**src/rtl/core/bgm_pkg.sv**
```systemverilog
`timescale 1ns / 1ps
// ----------------------------------------------------------------------------
// bgm_pkg
// Types, constants and table functions of the battery gauge monitor.
// ----------------------------------------------------------------------------
package bgm_pkg;

  localparam int DW = 30;   // serial unit word: 14b code x 16b scale
  localparam int CW = 5;    // serial step counter

  localparam logic [1:0] OP_SEED = 2'd0;
  localparam logic [1:0] OP_MEAS = 2'd1;
  localparam logic [1:0] OP_POLL = 2'd2;

  localparam logic [1:0] CS_NORMAL   = 2'd0;
  localparam logic [1:0] CS_CHARGING = 2'd1;
  localparam logic [1:0] CS_COMPLETE = 2'd2;

  localparam logic       CFG_MULT = 1'b0;
  localparam logic       CFG_DIV  = 1'b1;

  localparam logic [15:0] FULL_MV    = 16'd4100;
  localparam logic [15:0] ALARM_MV   = 16'd3615;
  localparam logic [6:0]  CHG_LIMIT  = 7'd29;
  localparam logic [6:0]  DONE_LIMIT = 7'd9;
  localparam logic [6:0]  CNT_MAX    = 7'd100;
  localparam logic [6:0]  PCT_FULL   = 7'd100;
  localparam logic [6:0]  NOTICE_HI  = 7'd40;
  localparam logic [6:0]  NOTICE_LO  = 7'd20;
  localparam logic [15:0] FILT_DEN   = 16'd10;
  localparam logic [15:0] MV_MAX     = 16'hFFFF;

  localparam logic [CW-1:0] LEN_MUL  = 5'd14;
  localparam logic [CW-1:0] LEN_MV   = 5'd30;
  localparam logic [CW-1:0] LEN_WIDE = 5'd20;
  localparam logic [CW-1:0] LEN_PCT  = 5'd8;

  typedef enum logic [8:0] {
    S_IDLE = 9'b000000001,
    S_MUL  = 9'b000000010,
    S_DIV  = 9'b000000100,
    S_AVG  = 9'b000001000,
    S_FILT = 9'b000010000,
    S_PCT  = 9'b000100000,
    S_PDIV = 9'b001000000,
    S_FIN  = 9'b010000000,
    S_OUT  = 9'b100000000
  } state_t;

  typedef struct packed {
    logic          start;
    logic          div;
    logic [CW-1:0] len;
  } unit_req_t;

  function automatic logic [15:0] volt_tab(input logic [2:0] i);
    logic [15:0] v;
    unique case (i)
      3'd0: v = 16'd4142;
      3'd1: v = 16'd3980;
      3'd2: v = 16'd3880;
      3'd3: v = 16'd3803;
      3'd4: v = 16'd3752;
      3'd5: v = 16'd3717;
      3'd6: v = 16'd3683;
      default: v = 16'd3610;
    endcase
    return v;
  endfunction

  function automatic logic [6:0] pct_tab(input logic [2:0] i);
    logic [6:0] p;
    unique case (i)
      3'd0: p = 7'd100;
      3'd1: p = 7'd86;
      3'd2: p = 7'd72;
      3'd3: p = 7'd58;
      3'd4: p = 7'd43;
      3'd5: p = 7'd29;
      3'd6: p = 7'd15;
      default: p = 7'd1;
    endcase
    return p;
  endfunction

  // mV per percent inside the segment ending at point i
  function automatic logic [15:0] step_tab(input logic [2:0] i);
    logic [15:0] s;
    unique case (i)
      3'd1: s = 16'd11;
      3'd2: s = 16'd7;
      3'd3: s = 16'd5;
      3'd4: s = 16'd3;
      3'd5: s = 16'd2;
      3'd6: s = 16'd2;
      3'd7: s = 16'd5;
      default: s = 16'd1;
    endcase
    return s;
  endfunction

  // first point at or below v; bit 3 set when below all points
  function automatic logic [3:0] seg_find(input logic [15:0] v);
    logic [3:0] idx;
    idx = 4'd8;
    for (int k = 7; k >= 0; k--) begin
      if (v >= volt_tab(3'(k))) idx = 4'(k);
    end
    return idx;
  endfunction

  function automatic logic [2:0] level_of(input logic [6:0] p);
    logic [2:0] l;
    priority if (p >= 7'd80) l = 3'd4;
    else if (p >= 7'd60) l = 3'd3;
    else if (p >= 7'd40) l = 3'd2;
    else if (p >= 7'd20) l = 3'd1;
    else l = 3'd0;
    return l;
  endfunction

endpackage

```
**src/rtl/core/bgm_if.sv**
```systemverilog
`timescale 1ns / 1ps
// ----------------------------------------------------------------------------
// bgm_in_if / bgm_out_if
// Valid/ready channels carrying measurement items and results.
// ----------------------------------------------------------------------------
interface bgm_in_if;
  logic        valid;
  logic        ready;
  logic [1:0]  op;
  logic [13:0] adc_average;
  logic        usb_connected;
  logic        charging_pin_low;
  logic        monitor_idle;

  modport source (output valid, op, adc_average, usb_connected, charging_pin_low,
                  monitor_idle, input ready);
  modport sink   (input valid, op, adc_average, usb_connected, charging_pin_low,
                  monitor_idle, output ready);
endinterface

interface bgm_out_if;
  logic        valid;
  logic        ready;
  logic [15:0] voltage_mv;
  logic [6:0]  percent;
  logic [2:0]  level;
  logic [1:0]  charger_state;
  logic        low_battery_alarm;
  logic        twenty_percent_notice;
  logic        charge_start_event;
  logic        charge_stop_event;

  modport source (output valid, voltage_mv, percent, level, charger_state,
                  low_battery_alarm, twenty_percent_notice, charge_start_event,
                  charge_stop_event, input ready);
  modport sink   (input valid, voltage_mv, percent, level, charger_state,
                  low_battery_alarm, twenty_percent_notice, charge_start_event,
                  charge_stop_event, output ready);
endinterface

```
**src/rtl/core/bgm_serial_unit.sv**
```systemverilog
`timescale 1ns / 1ps
// ----------------------------------------------------------------------------
// bgm_serial_unit
// Bit-serial shift-add multiplier and restoring divider, one bit per cycle.
// ----------------------------------------------------------------------------
module bgm_serial_unit (
  input  logic                         clk,
  input  logic                         rst_n,
  input  bgm_pkg::unit_req_t           req,
  input  logic [bgm_pkg::DW-1:0]       opa,   // dividend left-aligned / multiplier
  input  logic [15:0]                  opb,
  output logic                         done,
  output logic [bgm_pkg::DW-1:0]       result
);

  logic                      busy_r, busy_nxt;
  logic                      div_r, div_nxt;
  logic                      done_r, done_nxt;
  logic [bgm_pkg::CW-1:0]    cnt_r, cnt_nxt;
  logic [bgm_pkg::DW-1:0]    acc_r, acc_nxt;
  logic [15:0]               rem_r, rem_nxt;
  logic [15:0]               b_r, b_nxt;
  logic [13:0]               src_r, src_nxt;
  logic [16:0]               trial;

  always_comb begin
    busy_nxt = busy_r;
    div_nxt  = div_r;
    cnt_nxt  = cnt_r;
    acc_nxt  = acc_r;
    rem_nxt  = rem_r;
    b_nxt    = b_r;
    src_nxt  = src_r;
    done_nxt = 1'b0;
    trial    = {rem_r, acc_r[bgm_pkg::DW-1]};
    if (req.start) begin
      busy_nxt = 1'b1;
      div_nxt  = req.div;
      cnt_nxt  = req.len;
      b_nxt    = opb;
      rem_nxt  = '0;
      src_nxt  = opa[13:0];
      acc_nxt  = req.div ? opa : '0;
    end else if (busy_r) begin
      if (div_r) begin
        if (trial >= {1'b0, b_r}) begin
          rem_nxt = 16'(trial - {1'b0, b_r});
          acc_nxt = {acc_r[bgm_pkg::DW-2:0], 1'b1};
        end else begin
          rem_nxt = trial[15:0];
          acc_nxt = {acc_r[bgm_pkg::DW-2:0], 1'b0};
        end
      end else begin
        acc_nxt = {acc_r[bgm_pkg::DW-2:0], 1'b0}
                + (src_r[13] ? {{(bgm_pkg::DW-16){1'b0}}, b_r} : '0);
        src_nxt = {src_r[12:0], 1'b0};
      end
      cnt_nxt = cnt_r - 1'b1;
      if (cnt_r == 5'd1) begin
        busy_nxt = 1'b0;
        done_nxt = 1'b1;
      end
    end
  end

  always_ff @(posedge clk) begin
    if (!rst_n) begin
      busy_r <= 1'b0;
      done_r <= 1'b0;
      cnt_r  <= '0;
    end else begin
      busy_r <= busy_nxt;
      done_r <= done_nxt;
      cnt_r  <= cnt_nxt;
    end
    div_r <= div_nxt;
    acc_r <= acc_nxt;
    rem_r <= rem_nxt;
    b_r   <= b_nxt;
    src_r <= src_nxt;
  end

  assign done   = done_r;
  assign result = acc_r;

endmodule

```
**src/rtl/core/battery_gauge_monitor_top.sv**
```systemverilog
`timescale 1ns / 1ps
// ----------------------------------------------------------------------------
// battery_gauge_monitor_top
// Battery voltage filter, percent gauge, alarms and charger tracking.
// ----------------------------------------------------------------------------
//  channel | dir | beat contents
//  in_ch   | in  | op, adc_average, usb_connected, charging_pin_low, monitor_idle
//  out_ch  | out | voltage_mv, percent, level, charger_state, alarm/notice/events
//  cfg_*   | in  | index 0 scale multiplier, 1 scale divisor
//
// Every multiply and divide runs through the one bit-serial unit, one bit per
// cycle, which sets the time an item takes. One item in flight; the next is
// taken while a result waits in the output register. Reset is synchronous;
// it sets the state machine, gauge and config registers but not the output
// payload or the per-item flags.
module battery_gauge_monitor_top #(
  parameter int SEED_SAMPLES = 10
) (
  input  logic             clk,
  input  logic             rst_n,
  bgm_in_if.sink           in_ch,
  bgm_out_if.source        out_ch,
  input  logic             cfg_we,
  input  logic             cfg_index,
  input  logic [15:0]      cfg_data
);

  bgm_pkg::state_t          st_r, st_nxt;
  logic [15:0]              mult_r, divsr_r;
  logic [1:0]               op_r, op_nxt;
  logic [15:0]              fv_r, fv_nxt;
  logic [6:0]               pct_r, pct_nxt;
  logic [6:0]               fcc_r, fcc_nxt;
  logic                     nsent_r, nsent_nxt;
  logic                     chg_r, chg_nxt;
  logic [19:0]              sum_r, sum_nxt;
  logic [3:0]               scnt_r, scnt_nxt;
  logic [2:0]               seg_r, seg_nxt;
  logic [1:0]               cs_r, cs_nxt;
  logic                     alarm_r, alarm_nxt;
  logic                     notice_r, notice_nxt;
  logic                     evs_r, evs_nxt;
  logic                     eve_r, eve_nxt;

  logic                     ov_r, ov_nxt;
  logic [15:0]              o_mv_r;
  logic [6:0]               o_pct_r;
  logic [1:0]               o_cs_r;
  logic                     o_alarm_r, o_notice_r, o_evs_r, o_eve_r;
  logic                     load_out;

  bgm_pkg::unit_req_t       ureq;
  logic [bgm_pkg::DW-1:0]   u_a, u_res;
  logic [15:0]              u_b;
  logic                     u_done;

  logic [1:0]               cs_dec;
  logic                     complete_seed;
  logic                     eval;
  logic [15:0]              mv;
  logic [19:0]              filt_num;
  logic [3:0]               seg;
  logic [15:0]              vdiff;
  logic [4:0]               scnt_inc;

  bgm_serial_unit u_unit (
    .clk    (clk),
    .rst_n  (rst_n),
    .req    (ureq),
    .opa    (u_a),
    .opb    (u_b),
    .done   (u_done),
    .result (u_res)
  );

  assign in_ch.ready = rst_n && (st_r == bgm_pkg::S_IDLE);
  assign load_out    = (st_r == bgm_pkg::S_OUT) && (!ov_r || out_ch.ready);

  always_comb begin
    priority if (!in_ch.usb_connected) cs_dec = bgm_pkg::CS_NORMAL;
    else if (in_ch.charging_pin_low)
      cs_dec = (fcc_r > bgm_pkg::CHG_LIMIT) ? bgm_pkg::CS_NORMAL : bgm_pkg::CS_CHARGING;
    else
      cs_dec = (fcc_r > bgm_pkg::DONE_LIMIT) ? bgm_pkg::CS_COMPLETE : bgm_pkg::CS_CHARGING;
  end

  assign scnt_inc      = {1'b0, scnt_r} + 5'd1;
  assign complete_seed = (5'({1'b0, scnt_inc[3:0]}) >= 5'(SEED_SAMPLES));
  assign eval = ((in_ch.op == bgm_pkg::OP_SEED) && complete_seed)
             || ((in_ch.op == bgm_pkg::OP_MEAS) && in_ch.monitor_idle)
             || (in_ch.op == bgm_pkg::OP_POLL);
  assign mv = ((divsr_r == '0) || (u_res[bgm_pkg::DW-1:16] != '0))
              ? bgm_pkg::MV_MAX : u_res[15:0];
  assign filt_num = {3'b000, mv, 1'b0} + {1'b0, fv_r, 3'b000};
  assign seg   = bgm_pkg::seg_find(fv_r);
  assign vdiff = fv_r - bgm_pkg::volt_tab(seg[2:0]);

  always_comb begin
    st_nxt     = st_r;
    op_nxt     = op_r;
    fv_nxt     = fv_r;
    pct_nxt    = pct_r;
    fcc_nxt    = fcc_r;
    nsent_nxt  = nsent_r;
    chg_nxt    = chg_r;
    sum_nxt    = sum_r;
    scnt_nxt   = scnt_r;
    seg_nxt    = seg_r;
    cs_nxt     = cs_r;
    alarm_nxt  = alarm_r;
    notice_nxt = notice_r;
    evs_nxt    = evs_r;
    eve_nxt    = eve_r;
    ureq       = '0;
    u_a        = '0;
    u_b        = '0;
    unique case (st_r)
      bgm_pkg::S_IDLE: begin
        if (in_ch.valid) begin
          op_nxt     = in_ch.op;
          cs_nxt     = cs_dec;
          alarm_nxt  = 1'b0;
          notice_nxt = 1'b0;
          evs_nxt    = 1'b0;
          eve_nxt    = 1'b0;
          if (eval && !in_ch.usb_connected) fcc_nxt = '0;
          if ((in_ch.op == bgm_pkg::OP_SEED)
              || ((in_ch.op == bgm_pkg::OP_MEAS) && in_ch.monitor_idle)) begin
            ureq.start = 1'b1;
            ureq.len   = bgm_pkg::LEN_MUL;
            u_a        = {16'b0, in_ch.adc_average};
            u_b        = mult_r;
            st_nxt     = bgm_pkg::S_MUL;
          end else begin
            if (in_ch.op == bgm_pkg::OP_POLL) begin
              if (cs_dec == bgm_pkg::CS_CHARGING) begin
                if (!chg_r) begin
                  chg_nxt = 1'b1;
                  evs_nxt = 1'b1;
                end
              end else if (chg_r) begin
                chg_nxt = 1'b0;
                eve_nxt = 1'b1;
              end
            end
            st_nxt = bgm_pkg::S_OUT;
          end
        end
      end
      bgm_pkg::S_MUL: begin
        if (u_done) begin
          ureq.start = 1'b1;
          ureq.div   = 1'b1;
          ureq.len   = bgm_pkg::LEN_MV;
          u_a        = u_res;
          u_b        = divsr_r;
          st_nxt     = bgm_pkg::S_DIV;
        end
      end
      bgm_pkg::S_DIV: begin
        if (u_done) begin
          if (op_r == bgm_pkg::OP_SEED) begin
            sum_nxt  = sum_r + {4'b0, mv};
            scnt_nxt = scnt_inc[3:0];
            if (5'({1'b0, scnt_inc[3:0]}) >= 5'(SEED_SAMPLES)) begin
              ureq.start = 1'b1;
              ureq.div   = 1'b1;
              ureq.len   = bgm_pkg::LEN_WIDE;
              u_a        = {sum_r + {4'b0, mv}, 10'b0};
              u_b        = 16'(SEED_SAMPLES);
              st_nxt     = bgm_pkg::S_AVG;
            end else begin
              st_nxt = bgm_pkg::S_OUT;
            end
          end else begin
            ureq.start = 1'b1;
            ureq.div   = 1'b1;
            ureq.len   = bgm_pkg::LEN_WIDE;
            u_a        = {filt_num, 10'b0};
            u_b        = bgm_pkg::FILT_DEN;
            st_nxt     = bgm_pkg::S_FILT;
          end
        end
      end
      bgm_pkg::S_AVG: begin
        if (u_done) begin
          fv_nxt   = u_res[15:0];
          sum_nxt  = '0;
          scnt_nxt = '0;
          chg_nxt  = 1'b0;
          st_nxt   = bgm_pkg::S_PCT;
        end
      end
      bgm_pkg::S_FILT: begin
        if (u_done) begin
          fv_nxt = u_res[15:0];
          st_nxt = bgm_pkg::S_PCT;
        end
      end
      bgm_pkg::S_PCT: begin
        seg_nxt = seg[2:0];
        priority if (cs_r == bgm_pkg::CS_COMPLETE || seg == 4'd0) begin
          pct_nxt = bgm_pkg::PCT_FULL;
          st_nxt  = bgm_pkg::S_FIN;
        end else if (seg[3]) begin
          pct_nxt = '0;
          st_nxt  = bgm_pkg::S_FIN;
        end else begin
          ureq.start = 1'b1;
          ureq.div   = 1'b1;
          ureq.len   = bgm_pkg::LEN_PCT;
          u_a        = {vdiff[7:0], 22'b0};
          u_b        = bgm_pkg::step_tab(seg[2:0]);
          st_nxt     = bgm_pkg::S_PDIV;
        end
      end
      bgm_pkg::S_PDIV: begin
        if (u_done) begin
          pct_nxt = u_res[6:0] + bgm_pkg::pct_tab(seg_r);
          st_nxt  = bgm_pkg::S_FIN;
        end
      end
      bgm_pkg::S_FIN: begin
        if (op_r == bgm_pkg::OP_MEAS) begin
          if (nsent_r && pct_r > bgm_pkg::NOTICE_HI) nsent_nxt = 1'b0;
          if ((!nsent_r || pct_r > bgm_pkg::NOTICE_HI) && pct_r <= bgm_pkg::NOTICE_LO) begin
            notice_nxt = 1'b1;
            nsent_nxt  = 1'b1;
          end
          alarm_nxt = !chg_r && (fv_r < bgm_pkg::ALARM_MV);
          if (fv_r >= bgm_pkg::FULL_MV) begin
            if (fcc_r < bgm_pkg::CNT_MAX) fcc_nxt = fcc_r + 7'd1;
          end else begin
            fcc_nxt = '0;
          end
        end
        st_nxt = bgm_pkg::S_OUT;
      end
      bgm_pkg::S_OUT: begin
        if (load_out) st_nxt = bgm_pkg::S_IDLE;
      end
      default: st_nxt = bgm_pkg::S_IDLE;
    endcase
  end

  always_comb begin
    ov_nxt = ov_r;
    if (out_ch.ready) ov_nxt = 1'b0;
    if (load_out) ov_nxt = 1'b1;
  end

  always_ff @(posedge clk) begin
    if (!rst_n) begin
      st_r    <= bgm_pkg::S_IDLE;
      mult_r  <= 16'd1;
      divsr_r <= 16'd1;
      fv_r    <= '0;
      pct_r   <= '0;
      fcc_r   <= '0;
      nsent_r <= 1'b1;
      chg_r   <= 1'b0;
      sum_r   <= '0;
      scnt_r  <= '0;
      ov_r    <= 1'b0;
    end else begin
      st_r    <= st_nxt;
      fv_r    <= fv_nxt;
      pct_r   <= pct_nxt;
      fcc_r   <= fcc_nxt;
      nsent_r <= nsent_nxt;
      chg_r   <= chg_nxt;
      sum_r   <= sum_nxt;
      scnt_r  <= scnt_nxt;
      ov_r    <= ov_nxt;
      if (cfg_we) begin
        unique case (cfg_index)
          bgm_pkg::CFG_MULT: mult_r  <= cfg_data;
          bgm_pkg::CFG_DIV:  divsr_r <= cfg_data;
          default: ;
        endcase
      end
    end
    op_r     <= op_nxt;
    seg_r    <= seg_nxt;
    cs_r     <= cs_nxt;
    alarm_r  <= alarm_nxt;
    notice_r <= notice_nxt;
    evs_r    <= evs_nxt;
    eve_r    <= eve_nxt;
    if (load_out) begin
      o_mv_r     <= fv_r;
      o_pct_r    <= pct_r;
      o_cs_r     <= cs_r;
      o_alarm_r  <= alarm_r;
      o_notice_r <= notice_r;
      o_evs_r    <= evs_r;
      o_eve_r    <= eve_r;
    end
  end

  assign out_ch.valid                 = ov_r;
  assign out_ch.voltage_mv            = o_mv_r;
  assign out_ch.percent               = o_pct_r;
  assign out_ch.level                 = bgm_pkg::level_of(o_pct_r);
  assign out_ch.charger_state         = o_cs_r;
  assign out_ch.low_battery_alarm     = o_alarm_r;
  assign out_ch.twenty_percent_notice = o_notice_r;
  assign out_ch.charge_start_event    = o_evs_r;
  assign out_ch.charge_stop_event     = o_eve_r;

endmodule

```
**src/flat_wrapper.sv**
```systemverilog
// flat-port wrapper written by rule: the top's interface ports become plain ports
module battery_gauge_monitor_top_flat 
#(
  parameter int SEED_SAMPLES = 10
)
  (clk, rst_n, cfg_we, cfg_index, cfg_data, in_ch_valid, in_ch_op, in_ch_adc_average, in_ch_usb_connected, in_ch_charging_pin_low, in_ch_monitor_idle, in_ch_ready, out_ch_valid, out_ch_voltage_mv, out_ch_percent, out_ch_level, out_ch_charger_state, out_ch_low_battery_alarm, out_ch_twenty_percent_notice, out_ch_charge_start_event, out_ch_charge_stop_event, out_ch_ready);
  bgm_in_if in_ch_i ();
  bgm_out_if out_ch_i ();
  input  logic clk;
  input  logic rst_n;
  input  logic cfg_we;
  input  logic cfg_index;
  input  logic [15:0] cfg_data;
  input wire logic [$bits(in_ch_i.valid)-1:0] in_ch_valid;
  input wire logic [$bits(in_ch_i.op)-1:0] in_ch_op;
  input wire logic [$bits(in_ch_i.adc_average)-1:0] in_ch_adc_average;
  input wire logic [$bits(in_ch_i.usb_connected)-1:0] in_ch_usb_connected;
  input wire logic [$bits(in_ch_i.charging_pin_low)-1:0] in_ch_charging_pin_low;
  input wire logic [$bits(in_ch_i.monitor_idle)-1:0] in_ch_monitor_idle;
  output wire logic [$bits(in_ch_i.ready)-1:0] in_ch_ready;
  output wire logic [$bits(out_ch_i.valid)-1:0] out_ch_valid;
  output wire logic [$bits(out_ch_i.voltage_mv)-1:0] out_ch_voltage_mv;
  output wire logic [$bits(out_ch_i.percent)-1:0] out_ch_percent;
  output wire logic [$bits(out_ch_i.level)-1:0] out_ch_level;
  output wire logic [$bits(out_ch_i.charger_state)-1:0] out_ch_charger_state;
  output wire logic [$bits(out_ch_i.low_battery_alarm)-1:0] out_ch_low_battery_alarm;
  output wire logic [$bits(out_ch_i.twenty_percent_notice)-1:0] out_ch_twenty_percent_notice;
  output wire logic [$bits(out_ch_i.charge_start_event)-1:0] out_ch_charge_start_event;
  output wire logic [$bits(out_ch_i.charge_stop_event)-1:0] out_ch_charge_stop_event;
  input wire logic [$bits(out_ch_i.ready)-1:0] out_ch_ready;
  assign in_ch_i.valid = in_ch_valid;
  assign in_ch_i.op = in_ch_op;
  assign in_ch_i.adc_average = in_ch_adc_average;
  assign in_ch_i.usb_connected = in_ch_usb_connected;
  assign in_ch_i.charging_pin_low = in_ch_charging_pin_low;
  assign in_ch_i.monitor_idle = in_ch_monitor_idle;
  assign in_ch_ready = in_ch_i.ready;
  assign out_ch_valid = out_ch_i.valid;
  assign out_ch_voltage_mv = out_ch_i.voltage_mv;
  assign out_ch_percent = out_ch_i.percent;
  assign out_ch_level = out_ch_i.level;
  assign out_ch_charger_state = out_ch_i.charger_state;
  assign out_ch_low_battery_alarm = out_ch_i.low_battery_alarm;
  assign out_ch_twenty_percent_notice = out_ch_i.twenty_percent_notice;
  assign out_ch_charge_start_event = out_ch_i.charge_start_event;
  assign out_ch_charge_stop_event = out_ch_i.charge_stop_event;
  assign out_ch_i.ready = out_ch_ready;
  battery_gauge_monitor_top #(.SEED_SAMPLES(SEED_SAMPLES)) u_core (.clk(clk), .rst_n(rst_n), .in_ch(in_ch_i), .out_ch(out_ch_i), .cfg_we(cfg_we), .cfg_index(cfg_index), .cfg_data(cfg_data));
endmodule
```
**config.mk**
```make
export PLATFORM = sky130hd
export DESIGN_NAME = battery_gauge_monitor_top_flat
export DESIGN_NICKNAME = d
export VERILOG_FILES = /design/src/rtl/core/bgm_pkg.sv /design/src/rtl/core/bgm_if.sv /design/src/rtl/core/bgm_serial_unit.sv /design/src/rtl/core/battery_gauge_monitor_top.sv /design/src/flat_wrapper.sv
export SDC_FILE = /design/constraint.sdc
export NUM_CORES = 1
export LEC_CHECK = 0
export BUFFER_PORTS_ARGS = -buffer_cell sky130_fd_sc_hd__buf_4
export CELL_PAD_IN_SITES_DETAIL_PLACEMENT = 1
export CELL_PAD_IN_SITES_GLOBAL_PLACEMENT = 1
export CORE_MARGIN = 5
export CORE_UTILIZATION = 50
export CTS_CLUSTER_DIAMETER = 200
export DETAILED_ROUTE_END_ITERATION = 6
export GPL_ROUTABILITY_DRIVEN = 0
export PLACE_DENSITY_LB_ADDON = 0.05
export SLEW_MARGIN = 0
export SYNTH_ARGS = -nofsm -noshare
export SYNTH_HDL_FRONTEND = slang
export SYNTH_HIERARCHICAL = 1
export SYNTH_SLANG_ARGS = --single-unit
```
**constraint.sdc**
```tcl
create_clock -name clk -period 10.1 [get_ports clk]
set_input_delay 3.03 -clock clk [delete_from_list [all_inputs] [get_ports clk]]
set_output_delay 3.03 -clock clk [all_outputs]
set_load 0.005 [all_outputs]
```
==> impl_metrics.py, run 1 <==
metrics = {
    "die": {
        "start_util": 0.510,
        "core_um2": 28000,
        "die-area_um2": 32000,
        "die_w_um": 179,
        "die_y_um": 179,
        "io_pins": 75,
        "num_rows": 61,
    },
    "critical_path": {
        "critPathCapture": "in_ch_ready",
        "r2r_cells": 17,
        "start_kind": "input port",
        "path_max_fanout": 35,
        "worstSetupPathType": "in -> out",
        "r2r-start": "u_core/u_unit/result[19]",
        "r2r_end": "u_core/u_unit/result[28]",
        "crit_arrival_ns": 4.08,
        "cp.required_ns": 7.07,
        "critPathCaptureType": "output pin",
        "rrSetupSlack_ns": 5.26,
        "crit_start": "rst_n",
    },
    "place": {
        "preCtsSetupSlack_ns": 2.96,
        "dp_hpwl_um": 33200,
        "io_buffer_count": 74,
    },
    "global_routing": {
        "grt_pass1_wl_um": 73100,
        "grt_pass1_vias": 13058,
        "grt_usage": 0.287,
        "overflow": 0,
        "grt_max_degree": 58,
        "grt_antenna_before_repair": 2,
    },
    "route": {
        "ant_nets": 0,
        "routedWlPerCell_um": 22.3,
        "drtPass1Iterations": 5,
        "drc": 0,
        "routed_wl_um": 46300,
        "routed_via_density": 6.23,
        "drt_iter0_markers": 1111,
        "vias": 12918,
    },
    "timing": {
        "maxSlewHeadroom": 0.286,
        "fin_crit_sh": 0.704,
        "tightest_slew_ns": 1.07,
        "drv_slew": 0,
        "fin_tns_setup_ns": 0,
        "rsz0062_at_grt": "no",
        "timing_hold_violations_final": 0,
        "max_freq_ghz": 0.141,
        "fin_ws_ns": 2.99,
        "clock_skew_ns": 0.0140,
        "setup_violations": 0,
        "finalCriticalPeriod_ns": 7.11,
    },
    "clocking": {
        "cts_root_buffer": "clkbuf_16",
        "cts_sinks": 222,
        "cts_tree": "yes",
        "htree_levels": 1,
        "cts_resized": 0,
        "clock_latency_ns": 0.54,
        "clock_path_buffers": 3,
        "cts_buffers": 26,
        "cts-hold-fix-buffers": 0,
        "post_cts_buffers": 0,
        "clk_pin_slew_ns": 0.06,
    },
    "power_and_ir_drop": {
        "p_sw_frac": 0.304,
        "p_seq_frac": 0.408,
        "total_leakage_power_nw": 6.37,
        "power.clock.fraction": 0.381,
        "p_comb_frac": 0.211,
        "intPower_mw": 1.89,
        "p_switching_mw": 0.828,
        "p_per_area_nw_per_um2": 169,
        "peakVddDrop_mv": 0.0942,
    },
    "synthesis": {
        "netlist_area_um2": 14300,
        "synth_nets": 1762,
        "yosysUniqueCellTypes": 97,
        "async_flop_share": 0,
        "synth_edf_count": 101,
        "synth-main-ff-cell": "dfxtp_1",
        "yosys_register_bits": 222,
        "yosys_warnings": 6,
        "synth_cells": 1634,
        "yosysSeqAreaShare": 0.382,
        "synth.avg_cell_area_um2": 8.74,
    },
    "layout": {
        "layout-drive-gt1-share": 0.111,
        "area_growth_pct": 12.5,
        "n_antenna_cell": 0,
        "final_net_count": 1805,
    },
    "flow_run": {
        "max_cap_viol_count": 0,
    },
    "worst_hold_path": {
        "worstHoldPathType": "reg -> reg",
    },
    "status": {
        "status": "complete, no violations",
    },
}
==> stage by stage <==
| step | cells | hold WS (ns) | power [mW] | cell area, um^2 | utilization |
|---|---|---|---|---|---|
| after floorplan | 1634 | 0.400 | 1.52 | 14300 | - |
| after global placement | 2027 | 0.423 | 1.66 | 15100 | 0.540 |
| after detailed placement | 2027 | 0.409 | 1.68 | 15100 | 0.540 |
| after CTS | 2075 | 0.451 | 2.72 | 16100 | 0.574 |
| after global routing | 2075 | 0.459 | 2.84 | 16100 | 0.574 |
| final | 2075 | 0.445 | 2.72 | 16100 | 0.574 |
==> registers in the layout, summed over array words and instances, names as in the netlist, 3 cells and up <==
register	flops
u_core/out_ch.voltage_mv	16
u_core/u_unit/rem_r	16
u_core/divsr_r	16
u_core/pct_r	7
u_core/sum_r	20
u_core/u_unit/b_r	16
u_core/u_unit/result	30
u_core/out_ch.percent	7
u_core/u_unit/src_r	14
u_core/fv_r	16
u_core/u_unit/cnt_r	5
u_core/fcc_r	7
u_core/st_r	9
u_core/scnt_r	4
u_core/seg_r	3
u_core/mult_r	16
==> Yosys cell counts (7+ instances only) <==
cell type	n	area share
a211oi_1	26	0.014
a21o_1	25	0.013
a21oi_1	144	0.050
a221oi_1	7	0.0043
a22o_1	23	0.014
a22oi_1	18	0.0095
a31oi_1	10	0.0044
and2_1	28	0.012
and3_1	14	0.0061
clkbuf_1	56	0.015
dfxtp_1	121	0.17
edfxtp_1	101	0.21
ha_1	81	0.071
inv_1	58	0.015
mux2_2	13	0.010
mux2i_1	28	0.020
nand2_1	224	0.059
nand2b_1	39	0.017
nand3_1	35	0.012
nand4_1	12	0.0053
nor2_1	132	0.035
nor2b_1	15	0.0066
nor3_1	37	0.013
nor4_1	12	0.0053
o211ai_1	10	0.0053
o21a_1	14	0.0074
o21ai_0	87	0.030
o21ai_1	11	0.0039
o221ai_1	8	0.0049
o31ai_1	8	0.0042
or2_2	9	0.0039
or3_1	11	0.0048
xnor2_1	51	0.031
xor2_1	32	0.020
==> how the worst min path moves through the flow <==
stage	startpoint	end	slack [ns]	cells after the start
global placement	u_core/eve_r	u_core/out_ch.charge_stop_event	0.42	0
floorplan	u_core/evs_r	u_core/out_ch.charge_start_event	0.40	0
finish	u_core/eve_r	u_core/out_ch.charge_stop_event	0.45	0
CTS	u_core/eve_r	u_core/out_ch.charge_stop_event	0.45	0
global route	u_core/notice_r	u_core/out_ch.twenty_percent_notice	0.46	0
detailed placement	u_core/notice_r	u_core/out_ch.twenty_percent_notice	0.41	0
==> cell type report <==
| cell class | count | area [um^2] |
|---|---|---|
| inverters | 60 | 225 |
| clock inverters | 15 | 219 |
| multi-input cells | 1283 | 8340 |
| repair buffers | 84 | 631 |
| fillers | 3307 | 11900 |
| flip-flops and latches | 222 | 5460 |
| well taps | 378 | 473 |
| clock buffers | 33 | 718 |
==> cell usage in the layout, fill, tap and decap left out, types with 7 or more instances in the layout <==
master     count
o211ai_1      10
a221oi_1       7
mux2_2        13
o31ai_1        8
and3_1        13
or2_2          9
nand2_1      224
a21o_1        25
o221ai_1       8
nor2b_1       14
o21a_1        14
a22o_1        23
clkbuf_16     27
nand4_1       12
nor2_1       131
dfxtp_1      121
a22oi_1       18
a21oi_1      144
and2_1        28
nor4_1        12
mux2i_1       28
inv_1         58
buf_4         84
ha_1          81
o21ai_1       10
xnor2_1       51
xor2_1        32
o21ai_0       87
nand2b_1      39
or3_1         11
a211oi_1      26
nand3_1       34
nor3_1        37
edfxtp_1     101
a31oi_1       10
==> power groups by stage <==
stage                     Sequential, mW  Clock, mW  Combinational (mW)
after floorplan                     1.09          0               0.430
after global placement              1.12          0               0.538
after detailed placement            1.12          0               0.560
after CTS                           1.11       1.05               0.569
after global routing                1.12       1.09               0.632
final                               1.11       1.04               0.573
==> cells by family after synthesis <==
family	after synthesis	share of synthesized area
compound gates	470	0.220
xor+xnor	83	0.0509
buf+inv	129	0.0357
other cells	1	0.000263
simple gates	599	0.201
flops	222	0.382
fa+ha+maj	88	0.0801
mux	42	0.0309
==> worst max-delay path, cell delays in order <==
cell and delay [ns]:
buf_4 0.21, inv_2 0.50, nor2_1 0.15, buf_4 0.17
==> per-layer routing <==
metal	global-route usage	vias to the layer above	share of wire
met3	0.0375	74	0.061
met5	0	-	0
met4	0.0729	0	0.026
li1	-	6040	-
met2	0.474	388	0.46
met1	0.400	6416	0.45
Power figures use the tool's default switching activity.
==> inputs of run 2 (changes only) <==
- CORE_UTILIZATION: 50 -> 48
- clock period: 10.1 -> 7.35 ns (I/O delays scaled with it)
==> run 2 against run 1 <==
Routed wire length is 0.38% lower. Non-clock buffer count rose by 1. Design area up 0.61%. Count of clock-buffer cells in the layout down 2. Flip-flop and latch count unchanged. Hold slack got worse by 0.012 ns. Global-route usage fell by 1.7 points. Utilization shrank 2.5 points. Cell count up 0.63%. Register-to-register slack worse by 2.8 ns. Largest power group unchanged.
==> impl_metrics.py, run 2 (synthesis gave the netlist of run 1 again) <==
metrics = {
    "route": {
        "routed_wl_um": 46200,
        "drc": 0,
        "vias": 12852,
        "routedWlPerCell_um": 22.1,
        "drt_iter0_markers": 973,
        "drtPass1Iterations": 5,
        "routed_via_density": 6.16,
        "ant_nets": 0,
    },
    "clocking": {
        "clock_path_buffers": 3,
        "post_cts_buffers": 0,
        "cts_buffers": 26,
        "cts-hold-fix-buffers": 0,
        "clk_pin_slew_ns": 0.06,
        "cts_tree": "yes",
        "cts_root_buffer": "clkbuf_16",
        "htree_levels": 1,
        "cts_sinks": 222,
        "clock_latency_ns": 0.54,
        "cts_resized": 0,
    },
    "timing": {
        "rsz0062_at_grt": "no",
        "max_freq_ghz": 0.200,
        "clock_skew_ns": 0.00950,
        "maxSlewHeadroom": 0.255,
        "timing_hold_violations_final": 0,
        "hold_slack_ns": 0.433,
        "tightest_slew_ns": 1.12,
        "finalCriticalPeriod_ns": 4.99,
        "fin_tns_setup_ns": 0,
        "fin_crit_sh": 0.679,
        "drv_slew": 0,
        "setup_violations": 0,
        "fin_ws_ns": 2.36,
    },
    "critical_path": {
        "worstSetupPathType": "in -> out",
        "rrSetupSlack_ns": 2.49,
        "critPathCaptureType": "output pin",
        "cp.required_ns": 5.14,
        "path_max_fanout": 17,
        "crit_arrival_ns": 2.79,
        "start_kind": "input port",
    },
    "place": {
        "preCtsSetupSlack_ns": 2.27,
        "io_buffer_count": 74,
        "placed_area_um2": 15200,
        "dp_hpwl_um": 33900,
        "dp_cells": 2040,
    },
    "global_routing": {
        "grt.met3_usage": 0.0361,
        "grtUsageMet2": 0.439,
        "grt_pass1_vias": 13092,
        "grt_usage": 0.270,
        "overflow": 0,
        "grt_antenna_before_repair": 1,
        "gr-usage-met1": 0.383,
        "grt-busiest-layer": "met2",
        "grt_max_degree": 87,
        "grt_pass1_wl_um": 73000,
    },
    "status": {
        "status": "complete, no violations",
    },
    "layout": {
        "final_cells": 2088,
        "n_antenna_cell": 0,
        "largest_register_ffs": 30,
        "final_common_cell": "nand2_1",
        "final_cell_mix": "nand2_1 (224), a21oi_1 (144), nor2_1 (131)",
        "nFillCells": 3458,
        "register_area_um2": 5460,
        "fin_util": 0.548,
        "multi_input_area_um2": 8340,
        "final_net_count": 1806,
        "finalInstanceArea_um2": 16200,
        "area_growth_pct": 13.2,
        "layout-drive-gt1-share": 0.112,
    },
    "die": {
        "die_y_um": 182,
        "num_rows": 63,
        "io_pins": 75,
        "core_um2": 29500,
        "start_util": 0.484,
        "die_w_um": 182,
        "die-area_um2": 33300,
    },
    "power_and_ir_drop": {
        "total_leakage_power_nw": 6.41,
        "p_per_area_nw_per_um2": 237,
        "power_mw": 3.83,
        "peakVddDrop_mv": 0.218,
    },
    "worst_hold_path": {
        "worstHoldPathType": "reg -> reg",
    },
    "flow_run": {
        "max_cap_viol_count": 0,
    },
}
run 2: changes by cell type in the layout (fill, tap and decap cells not counted):
| cell | delta |
|---|---|
| bufinv_16 | +3 |
| clkbuf_8 | -2 |
| clkinv_4 | +2 |
| inv_6 | -2 |
| buf_4 | +1 |
| clkbuf_1 | -1 |
| clkbuf_16 | +1 |
| clkinv_2 | +1 |
| clkinvlp_4 | -1 |
| inv_4 | -1 |
run 2: layer usage:
layer,vias to the layer above,wire (um),part of all wire
met2,375,20900,0.45
li1,6043,-,-
met1,6359,21400,0.46
met3,73,2760,0.060
met4,2,1130,0.025
met5,-,7,0.00015
run 2: area by class of cell:
cell class              instances  area share
repair buffers                 85      0.0395
clock buffers                  31      0.0440
flip-flops and latches        222       0.338
inverters                      60      0.0139
multi-input cells            1283       0.516
well taps                     390      0.0302
clock inverters                17      0.0186
run 2: path summary, 6_finish.rpt:
check                            from                         endpoint  cells past startpoint
max                             rst_n                      in_ch_ready                      4
min                      u_core/eve_r  u_core/out_ch.charge_stop_event                      0
max reg2reg  u_core/u_unit/result[20]         u_core/u_unit/result[28]                     17
min reg2reg              u_core/eve_r  u_core/out_ch.charge_stop_event                      0
run 2: worst max-delay path, cell delays in order:
cell	delay, ns
buf_4	0.27
inv_2	0.06
nor2_1	0.10
buf_4	0.13
run 2: where the power goes:
group / switching (mW) / internal [mW] / leakage, nW
clock network: 0.552 / 0.974 / 0.488
registers: 0.114 / 1.41 / 1.93
logic: 0.467 / 0.314 / 3.99
